<file path="src/rtl/assert_macros.svh">
// ----------------------------------------------------------------------------
// Assertion macros
// Concurrent assertion wrappers, compiled out when SYNTH is defined.
// ----------------------------------------------------------------------------
`ifndef ASSERT_MACROS_SVH
`define ASSERT_MACROS_SVH

`ifndef SYNTH
// Checked on every clock edge outside reset.
`define ASSERT_ON(label, prop, msg) \
  label: assert property (@(posedge clk) disable iff (rst) (prop)) else $error(msg);
// Checked on every clock edge, reset included.
`define ASSERT_RST(label, prop, msg) \
  label: assert property (@(posedge clk) (prop)) else $error(msg);
`else
`define ASSERT_ON(label, prop, msg)
`define ASSERT_RST(label, prop, msg)
`endif

`endif

</file>
<file path="src/rtl/sfr_pkg.sv">
// ----------------------------------------------------------------------------
// sfr_pkg
// Types and constants shared by the stream find-and-replace block.
// ----------------------------------------------------------------------------
package sfr_pkg;

  localparam int MAX_PATTERN_DEF     = 8;
  localparam int MAX_REPLACEMENT_DEF = 8;
  // Byte slots in one job; covers the largest legal value of either parameter.
  localparam int JOB_SLOTS           = 8;
  localparam int QUEUE_DEPTH         = 2;
  localparam int CFG_INDEX_W         = 4;

  localparam logic REQ_TEXT = 1'b0;
  localparam logic REQ_END  = 1'b1;

  typedef enum logic [CFG_INDEX_W-1:0] {
    REG_PATTERN_LEN       = 4'd0,
    REG_PATTERN_BYTES     = 4'd1,
    REG_REPLACEMENT_LEN   = 4'd2,
    REG_REPLACEMENT_BYTES = 4'd3
  } cfg_reg_e;

  typedef struct packed {
    logic        req_type;
    logic [7:0]  in_byte;
  } in_item_t;

  typedef struct packed {
    logic [7:0]  out_byte;
    logic        byte_valid;
    logic        end_of_text;
    logic        last_of_run;
  } out_item_t;

  typedef struct packed {
    logic [3:0]  pattern_len;
    logic [63:0] pattern_bytes;
    logic [3:0]  replacement_len;
    logic [63:0] replacement_bytes;
  } cfg_t;

  // One queued job: n text bytes, then an end marker if eot is set.
  typedef struct packed {
    logic [JOB_SLOTS-1:0][7:0] bytes;
    logic [3:0]                n;
    logic                      eot;
  } job_t;

endpackage

</file>
<file path="src/rtl/sfr_front.sv">
// ----------------------------------------------------------------------------
// sfr_front
// Accepts input transactions, keeps the pending window and turns each item
// into at most one job of output bytes.
// ----------------------------------------------------------------------------
module sfr_front #(
  parameter int MAX_PATTERN     = 8,
  parameter int MAX_REPLACEMENT = 8
) (
  input  logic              clk,
  input  logic              rst,
  input  logic              in_valid,
  output logic              in_ready,
  input  sfr_pkg::in_item_t in_data,
  input  sfr_pkg::cfg_t     cfg,
  input  logic              q_full,
  output logic              job_valid,
  output sfr_pkg::job_t     job
);
  import sfr_pkg::*;

  logic [7:0] win      [MAX_PATTERN];
  logic [7:0] win_next [MAX_PATTERN];
  logic [7:0] comb_win [MAX_PATTERN];
  logic [3:0] cnt, cnt_next, cnt_inc;
  logic [3:0] l_eff, r_eff;
  logic       hit, need_job, accept;

  assign in_ready  = !q_full;
  assign accept    = in_valid && in_ready;
  assign job_valid = accept && need_job;

  always_comb begin
    l_eff = (cfg.pattern_len > 4'(MAX_PATTERN)) ? 4'(MAX_PATTERN) : cfg.pattern_len;
    r_eff = (cfg.replacement_len > 4'(MAX_REPLACEMENT)) ?
            4'(MAX_REPLACEMENT) : cfg.replacement_len;
    cnt_inc = cnt + 4'd1;

    // Window with the new byte dropped in at the fill position
    for (int i = 0; i < MAX_PATTERN; i++) begin
      comb_win[i] = (cnt == 4'(i)) ? in_data.in_byte : win[i];
    end

    hit = 1'b1;
    for (int i = 0; i < MAX_PATTERN; i++) begin
      if (4'(i) < l_eff && comb_win[i] != cfg.pattern_bytes[8*i +: 8]) hit = 1'b0;
    end

    job      = '0;
    need_job = 1'b0;
    cnt_next = cnt;
    win_next = win;

    if (in_data.req_type == REQ_END) begin
      for (int i = 0; i < MAX_PATTERN; i++) job.bytes[i] = win[i];
      job.n    = cnt;
      job.eot  = 1'b1;
      need_job = 1'b1;
      cnt_next = '0;
    end else if (cnt >= l_eff) begin
      // window already holds a full pattern length (length changed): dump it
      for (int i = 0; i < MAX_PATTERN; i++) job.bytes[i] = comb_win[i];
      job.n    = cnt_inc;
      need_job = 1'b1;
      cnt_next = '0;
    end else begin
      win_next = comb_win;
      if (cnt_inc < l_eff) begin
        cnt_next = cnt_inc;
      end else if (hit) begin
        for (int i = 0; i < JOB_SLOTS; i++) job.bytes[i] = cfg.replacement_bytes[8*i +: 8];
        job.n    = r_eff;
        need_job = (r_eff != 4'd0);
        cnt_next = '0;
      end else begin
        job.bytes[0] = comb_win[0];
        job.n        = 4'd1;
        need_job     = 1'b1;
        for (int i = 0; i + 1 < MAX_PATTERN; i++) win_next[i] = comb_win[i+1];
        cnt_next = cnt;
      end
    end
  end

  always_ff @(posedge clk) begin
    if (rst) begin
      cnt <= '0;
    end else if (accept) begin
      cnt <= cnt_next;
    end
  end

  always_ff @(posedge clk) begin
    if (accept) begin
      win <= win_next;
    end
  end

endmodule

</file>
<file path="src/rtl/sfr_queue.sv">
// ----------------------------------------------------------------------------
// sfr_queue
// Small FIFO of jobs between the front and back parts.
// ----------------------------------------------------------------------------
module sfr_queue #(
  parameter int WIDTH = 8,
  parameter int DEPTH = 2
) (
  input  logic             clk,
  input  logic             rst,
  input  logic             push,
  input  logic [WIDTH-1:0] push_data,
  input  logic             pop,
  output logic [WIDTH-1:0] head,
  output logic             not_empty,
  output logic             full
);
  import sfr_pkg::*;

  localparam int PTR_W = (DEPTH > 1) ? $clog2(DEPTH) : 1;
  localparam int CNT_W = $clog2(DEPTH + 1);

  logic [WIDTH-1:0] mem [DEPTH];
  logic [PTR_W-1:0] wr_ptr, rd_ptr;
  logic [CNT_W-1:0] count;

  assign not_empty = (count != '0);
  assign full      = (count == CNT_W'(DEPTH));
  assign head      = mem[rd_ptr];

  function automatic logic [PTR_W-1:0] ptr_inc(input logic [PTR_W-1:0] p);
    return (p == PTR_W'(DEPTH - 1)) ? '0 : p + PTR_W'(1);
  endfunction

  always_ff @(posedge clk) begin
    if (rst) begin
      wr_ptr <= '0;
      rd_ptr <= '0;
      count  <= '0;
    end else begin
      if (push) wr_ptr <= ptr_inc(wr_ptr);
      if (pop)  rd_ptr <= ptr_inc(rd_ptr);
      if (push && !pop)      count <= count + CNT_W'(1);
      else if (pop && !push) count <= count - CNT_W'(1);
    end
  end

  always_ff @(posedge clk) begin
    if (push) mem[wr_ptr] <= push_data;
  end

endmodule

</file>
<file path="src/rtl/sfr_back.sv">
// ----------------------------------------------------------------------------
// sfr_back
// Emits queued jobs' results one transaction a cycle while out_ready is high.
// ----------------------------------------------------------------------------
module sfr_back (
  input  logic               clk,
  input  logic               rst,
  input  logic               q_not_empty,
  input  sfr_pkg::job_t      q_head,
  output logic               q_pop,
  output logic               out_valid,
  input  logic               out_ready,
  output sfr_pkg::out_item_t out_data
);
  import sfr_pkg::*;

  job_t       cur;
  logic       cur_valid;
  logic [3:0] idx;
  logic [3:0] total;
  logic       last, fire;
  logic [7:0] sel_byte;

  always_comb begin
    total    = cur.n + {3'd0, cur.eot};
    last     = (idx == total - 4'd1);
    sel_byte = '0;
    for (int i = 0; i < JOB_SLOTS; i++) begin
      if (idx == 4'(i)) sel_byte = cur.bytes[i];
    end
  end

  assign out_valid            = cur_valid;
  assign fire                 = out_valid && out_ready;
  assign out_data.byte_valid  = (idx < cur.n);
  assign out_data.out_byte    = out_data.byte_valid ? sel_byte : 8'd0;
  assign out_data.end_of_text = !out_data.byte_valid;
  assign out_data.last_of_run = last;
  assign q_pop                = q_not_empty && (!cur_valid || (fire && last));

  always_ff @(posedge clk) begin
    if (rst) begin
      cur_valid <= 1'b0;
      idx       <= '0;
    end else if (q_pop) begin
      cur_valid <= 1'b1;
      idx       <= '0;
    end else if (fire) begin
      if (last) cur_valid <= 1'b0;
      else      idx <= idx + 4'd1;
    end
  end

  always_ff @(posedge clk) begin
    if (q_pop) cur <= q_head;
  end

endmodule

</file>
<file path="src/rtl/stream_find_replace.sv">
// ----------------------------------------------------------------------------
// stream_find_replace
// Streaming find-and-replace-all over a byte stream.
// ----------------------------------------------------------------------------
// An input item becomes at most one job of up to eight results in a
// two-entry queue; the output side sends one result per cycle while
// out_ready is high, and in_ready drops only while the job queue is full.
// With one result or fewer per item and out_ready held high the block runs
// at one byte per cycle. The pattern compare and window update sit in the
// front's combinational logic. Configure only while no transaction is in
// flight.
module stream_find_replace #(
  parameter int MAX_PATTERN     = sfr_pkg::MAX_PATTERN_DEF,
  parameter int MAX_REPLACEMENT = sfr_pkg::MAX_REPLACEMENT_DEF
) (
  input  logic                            clk,
  input  logic                            rst,
  input  logic                            in_valid,
  output logic                            in_ready,
  input  sfr_pkg::in_item_t               in_data,
  output logic                            out_valid,
  input  logic                            out_ready,
  output sfr_pkg::out_item_t              out_data,
  input  logic                            cfg_valid,
  output logic                            cfg_ready,
  input  logic [sfr_pkg::CFG_INDEX_W-1:0] cfg_index,
  input  logic [63:0]                     cfg_data
);
  import sfr_pkg::*;

  cfg_t cfg;
  job_t job, q_head;
  logic job_valid, q_full, q_not_empty, q_pop;

  assign cfg_ready = 1'b1;

  always_ff @(posedge clk) begin
    if (rst) begin
      cfg <= '0;
    end else if (cfg_valid && cfg_ready) begin
      unique case (cfg_index)
        REG_PATTERN_LEN:       cfg.pattern_len       <= cfg_data[3:0];
        REG_PATTERN_BYTES:     cfg.pattern_bytes     <= cfg_data;
        REG_REPLACEMENT_LEN:   cfg.replacement_len   <= cfg_data[3:0];
        REG_REPLACEMENT_BYTES: cfg.replacement_bytes <= cfg_data;
        default: ;
      endcase
    end
  end

  sfr_front #(
    .MAX_PATTERN     (MAX_PATTERN),
    .MAX_REPLACEMENT (MAX_REPLACEMENT)
  ) u_front (
    .clk       (clk),
    .rst       (rst),
    .in_valid  (in_valid),
    .in_ready  (in_ready),
    .in_data   (in_data),
    .cfg       (cfg),
    .q_full    (q_full),
    .job_valid (job_valid),
    .job       (job)
  );

  sfr_queue #(
    .WIDTH ($bits(job_t)),
    .DEPTH (QUEUE_DEPTH)
  ) u_queue (
    .clk       (clk),
    .rst       (rst),
    .push      (job_valid),
    .push_data (job),
    .pop       (q_pop),
    .head      (q_head),
    .not_empty (q_not_empty),
    .full      (q_full)
  );

  sfr_back u_back (
    .clk         (clk),
    .rst         (rst),
    .q_not_empty (q_not_empty),
    .q_head      (q_head),
    .q_pop       (q_pop),
    .out_valid   (out_valid),
    .out_ready   (out_ready),
    .out_data    (out_data)
  );

`include "assert_macros.svh"

  `ASSERT_ON(a_no_overflow, job_valid |-> !q_full, "job pushed into full queue")
  `ASSERT_ON(a_eot_last, (out_valid && out_data.end_of_text) |-> (out_data.last_of_run && !out_data.byte_valid), "end marker not last or carries a byte")
  `ASSERT_RST(a_reset_idle, rst |=> !out_valid, "output valid right after reset")

endmodule

</file>
<file path="config.mk">
export PLATFORM = sky130hd
export DESIGN_NAME = stream_find_replace
export DESIGN_NICKNAME = d
export VERILOG_FILES = /design/src/rtl/sfr_pkg.sv /design/src/rtl/sfr_front.sv /design/src/rtl/sfr_queue.sv /design/src/rtl/sfr_back.sv /design/src/rtl/stream_find_replace.sv
export VERILOG_INCLUDE_DIRS = /design/src /design/src/rtl
export SDC_FILE = /design/constraint.sdc
export NUM_CORES = 1
export LEC_CHECK = 0
export ABC_AREA = 1
export BUFFER_PORTS_ARGS = -buffer_cell sky130_fd_sc_hd__buf_2
export CAP_MARGIN = 10
export CORE_ASPECT_RATIO = 1.2
export CORE_UTILIZATION = 35
export CTS_CLUSTER_DIAMETER = 50
export DETAILED_ROUTE_END_ITERATION = 10
export MAX_ROUTING_LAYER = met4
export PLACE_DENSITY = 0.47
export SYNTH_ARGS = -nofsm -noshare
export SYNTH_HDL_FRONTEND = slang
export SYNTH_SLANG_ARGS = --single-unit
</file>
<file path="constraint.sdc">
create_clock -name clk -period 20.1 [get_ports clk]
set_input_delay 2.01 -clock clk [delete_from_list [all_inputs] [get_ports clk]]
set_output_delay 2.01 -clock clk [all_outputs]
set_load 0.1 [all_outputs]
</file>
==> reports/summary.txt <==
Status: completed
DP HPWL: 47100 um
Initial DRC Count: 1597
CP Cell Sequence: nor2_1, inv_1, nor2_1, inv_1, o21ai_0, a31oi_1, a211oi_1, o31ai_1, mux2i_1, a21oi_1, buf_2
Pwr per Cell Area: 126 mW/mm^2
WP data arrival: 4.03 ns
Layout cells sized above 1: 8.93%
Top FF cell, synth: edfxtp_1
Syn Std Cell Area: 0.0202 mm^2
Routed vias: 16700
Initial antenna violation count: 1
Maximum vdd ir drop: 0.0663 mV
Max_slew headroom: 15.8%
GP Congestion: 0.897
Max clock buf depth: 3
Row Count: 96
Worst skew pair latency: 0.60 ns
Shortest period the worst path allows: 6.04 ns
Max Cap Viol: 0
H-tree levels: 2
Drc violations: 0
Worst Tran Pin Value: 1.26 ns
Crit-path max cell delay: 0.59 ns
First-pass DRT Iterations: 5
Post-place setup slack: 14.08 ns
Peak Freq: 0.166 GHz
Antenna cells: 0
Setup_tns: 0 ns
Clock sink count: 420
Critical path type: reg2out
Area delta synth->final: 13.2%
Crit end category: primary output
Max-slew violation count: 0
DIE HEIGHT: 265 um
Vias in the first global route: 15500
Post-synthesis sequential area ratio: 55.1%
TritonCTS Buffers: 51
Port Buffers: 94
Die Span X: 221 um
First-pass GRT wire length: 99400 um
Mapped Nets: 2511
CP Max Fanout: 10
WP data required: 18.09 ns
Synth Register Bits: 420
WL final: 67600 um
Async set-reset flop share out of synthesis: 0%
Antenna Violating Nets Remaining: 0
Min Hold Slack: 0.451 ns
Fin. Hold Viols: 0
FILL cells: 5758
Setup WS post-layout: 14.06 ns
CTS Hold Bufs: 0
Commonest non-fill, non-tap cell in the layout: nand2_1
Post-DR vias/cell: 5.21
Number of flops mapped to enable cells by yosys: 271
Core area: 0.0571 mm^2
Tot GR Track Use: 23.3%
Clk slew on worst S/H paths: 0.06 ns
Post-synthesis cell type count: 43
Final core occ: 40.1%
Clock skew: 0.0177 ns
Root buffer cell: clkbuf_16
Post-CTS Resized: 0
Total grt overflow: 0
Setup bufs post-CTS: 0
Final nets: 2536
Syn Inst Count: 2407
Final setup vio count: 0
Avg Inst Size Synth: 8.39 um^2
TritonCTS clock tree: done
Final period util: 30.0%
IO Count: 96
Die area: 0.0586 mm^2
Initial Util: 35.4%
Ys Warns: 0
Commonest non-fill, non-tap cells in the layout: 605 x nand2_1, 285 x a21oi_1, 271 x edfxtp_1
Unrepaired setup endpoints after global routing: no
Hold Crit Class: reg2reg
CP Launch Type: register
Pin count of the biggest net entering global routing: 95
Slowest-stage cell, CP: nor2_1
WL/cell: 21.1 um
Leak: 9.08 nW
==> sequential cells by signal, summed over array words and instances (netlist names) <==
register	count
u_queue.count	2
u_front.cnt	4
u_back.cur	69
u_queue.wr_ptr	1
u_back.idx	4
u_front.win	64
u_back.out_valid	1
u_queue.rd_ptr	1
u_queue.mem	138
cfg	136
==> final cells by class <==
class	instances	area [um^2]	share of cell area [%]
clock buffer	71	1460	6.37
inverter	241	906	3.96
multi-input combinational	1606	7610	33.3
timing repair buffer	112	606	2.65
clock inverter	25	238	1.04
tap	735	920	4.02
sequential	420	11100	48.7
==> critical path: cells and delay by family (launching register included) <==
family          cells  cell delay [ns]
compound gates      5             0.96
buf+inv             3             0.80
flops               1             0.39
mux                 1             0.20
simple gates        2             1.06
==> path summary, 6_finish.rpt <==
kind	start	endpoint	slack [ns]	cells after the start
worst max-delay path	u_back.idx[2]	out_data[6]	14.06	11
worst min-delay path	cfg[13]	cfg[13]	0.45	2
worst max register to register	u_front.cnt[0]	u_queue.mem[0][19]	14.56	21
worst min register to register	cfg[13]	cfg[13]	0.45	2
==> power by group <==
part	switching [mW]	internal, mW	total, mW	leakage [nW]
Sequential	0.0473	1.13	1.18	3.72
Combinational	0.604	0.171	0.775	4.52
Clock	0.381	0.549	0.930	0.835
==> metrics by stage <==
stage	cells	area, um^2	power [mW]
5_1_grt	3210	22900	3.02
6_report	3210	22900	2.88
3_3_place_gp	3114	21200	1.97
4_1_cts	3210	22900	2.91
2_1_floorplan	2407	20200	1.73
3_5_place_dp	3114	21200	1.98
==> cells in the mapped netlist (2+ instances only) <==
cell type	number	area, um^2
a21oi_1	287	1440
a22oi_1	24	180
a31oi_1	28	175
buf_1	5	18.8
buf_2	20	100
buf_4	8	60.1
buf_6	6	67.6
clkbuf_1	98	368
clkbuf_2	3	15.0
clkinv_1	4	15.0
dfxtp_1	149	2980
edfxtp_1	271	8140
ha_1	22	275
inv_1	234	878
inv_2	3	11.3
nand2_1	605	2270
nand2_2	6	37.5
nand3_1	239	1200
nand4_1	13	81.3
nor2_1	149	559
nor2_4	2	22.5
nor3_1	3	15.0
o211ai_1	10	75.1
o21ai_0	180	901
o21ai_1	4	20.0
o21ai_2	5	43.8
xor2_1	13	114
==> metal layers <==
metal | vias up | GRT usage [%] | part of all wire, %
met2 | 558 | 34.4 | 43
met1 | 7891 | 32.0 | 47
met4 | 0 | 8.07 | 3.3
li1 | 8162 | - | -
met5 | - | - | 0
met3 | 109 | 4.35 | 6.5
==> logic make-up (layout without fill, tap and decap cells) <==
group / Yosys count / count (layout) / synth area share [%]
xor+xnor: 14 / 14 / 0.607
compound gates: 544 / 544 / 14.3
buf+inv: 381 / 449 / 7.60
fa+ha+maj: 22 / 22 / 1.36
flops: 420 / 420 / 55.1
simple gates: 1024 / 1024 / 21.0
mux: 1 / 1 / 0.0496
other cells: 1 / 1 / 0.0186
No activity file was read; power rests on OpenSTA's default activity.
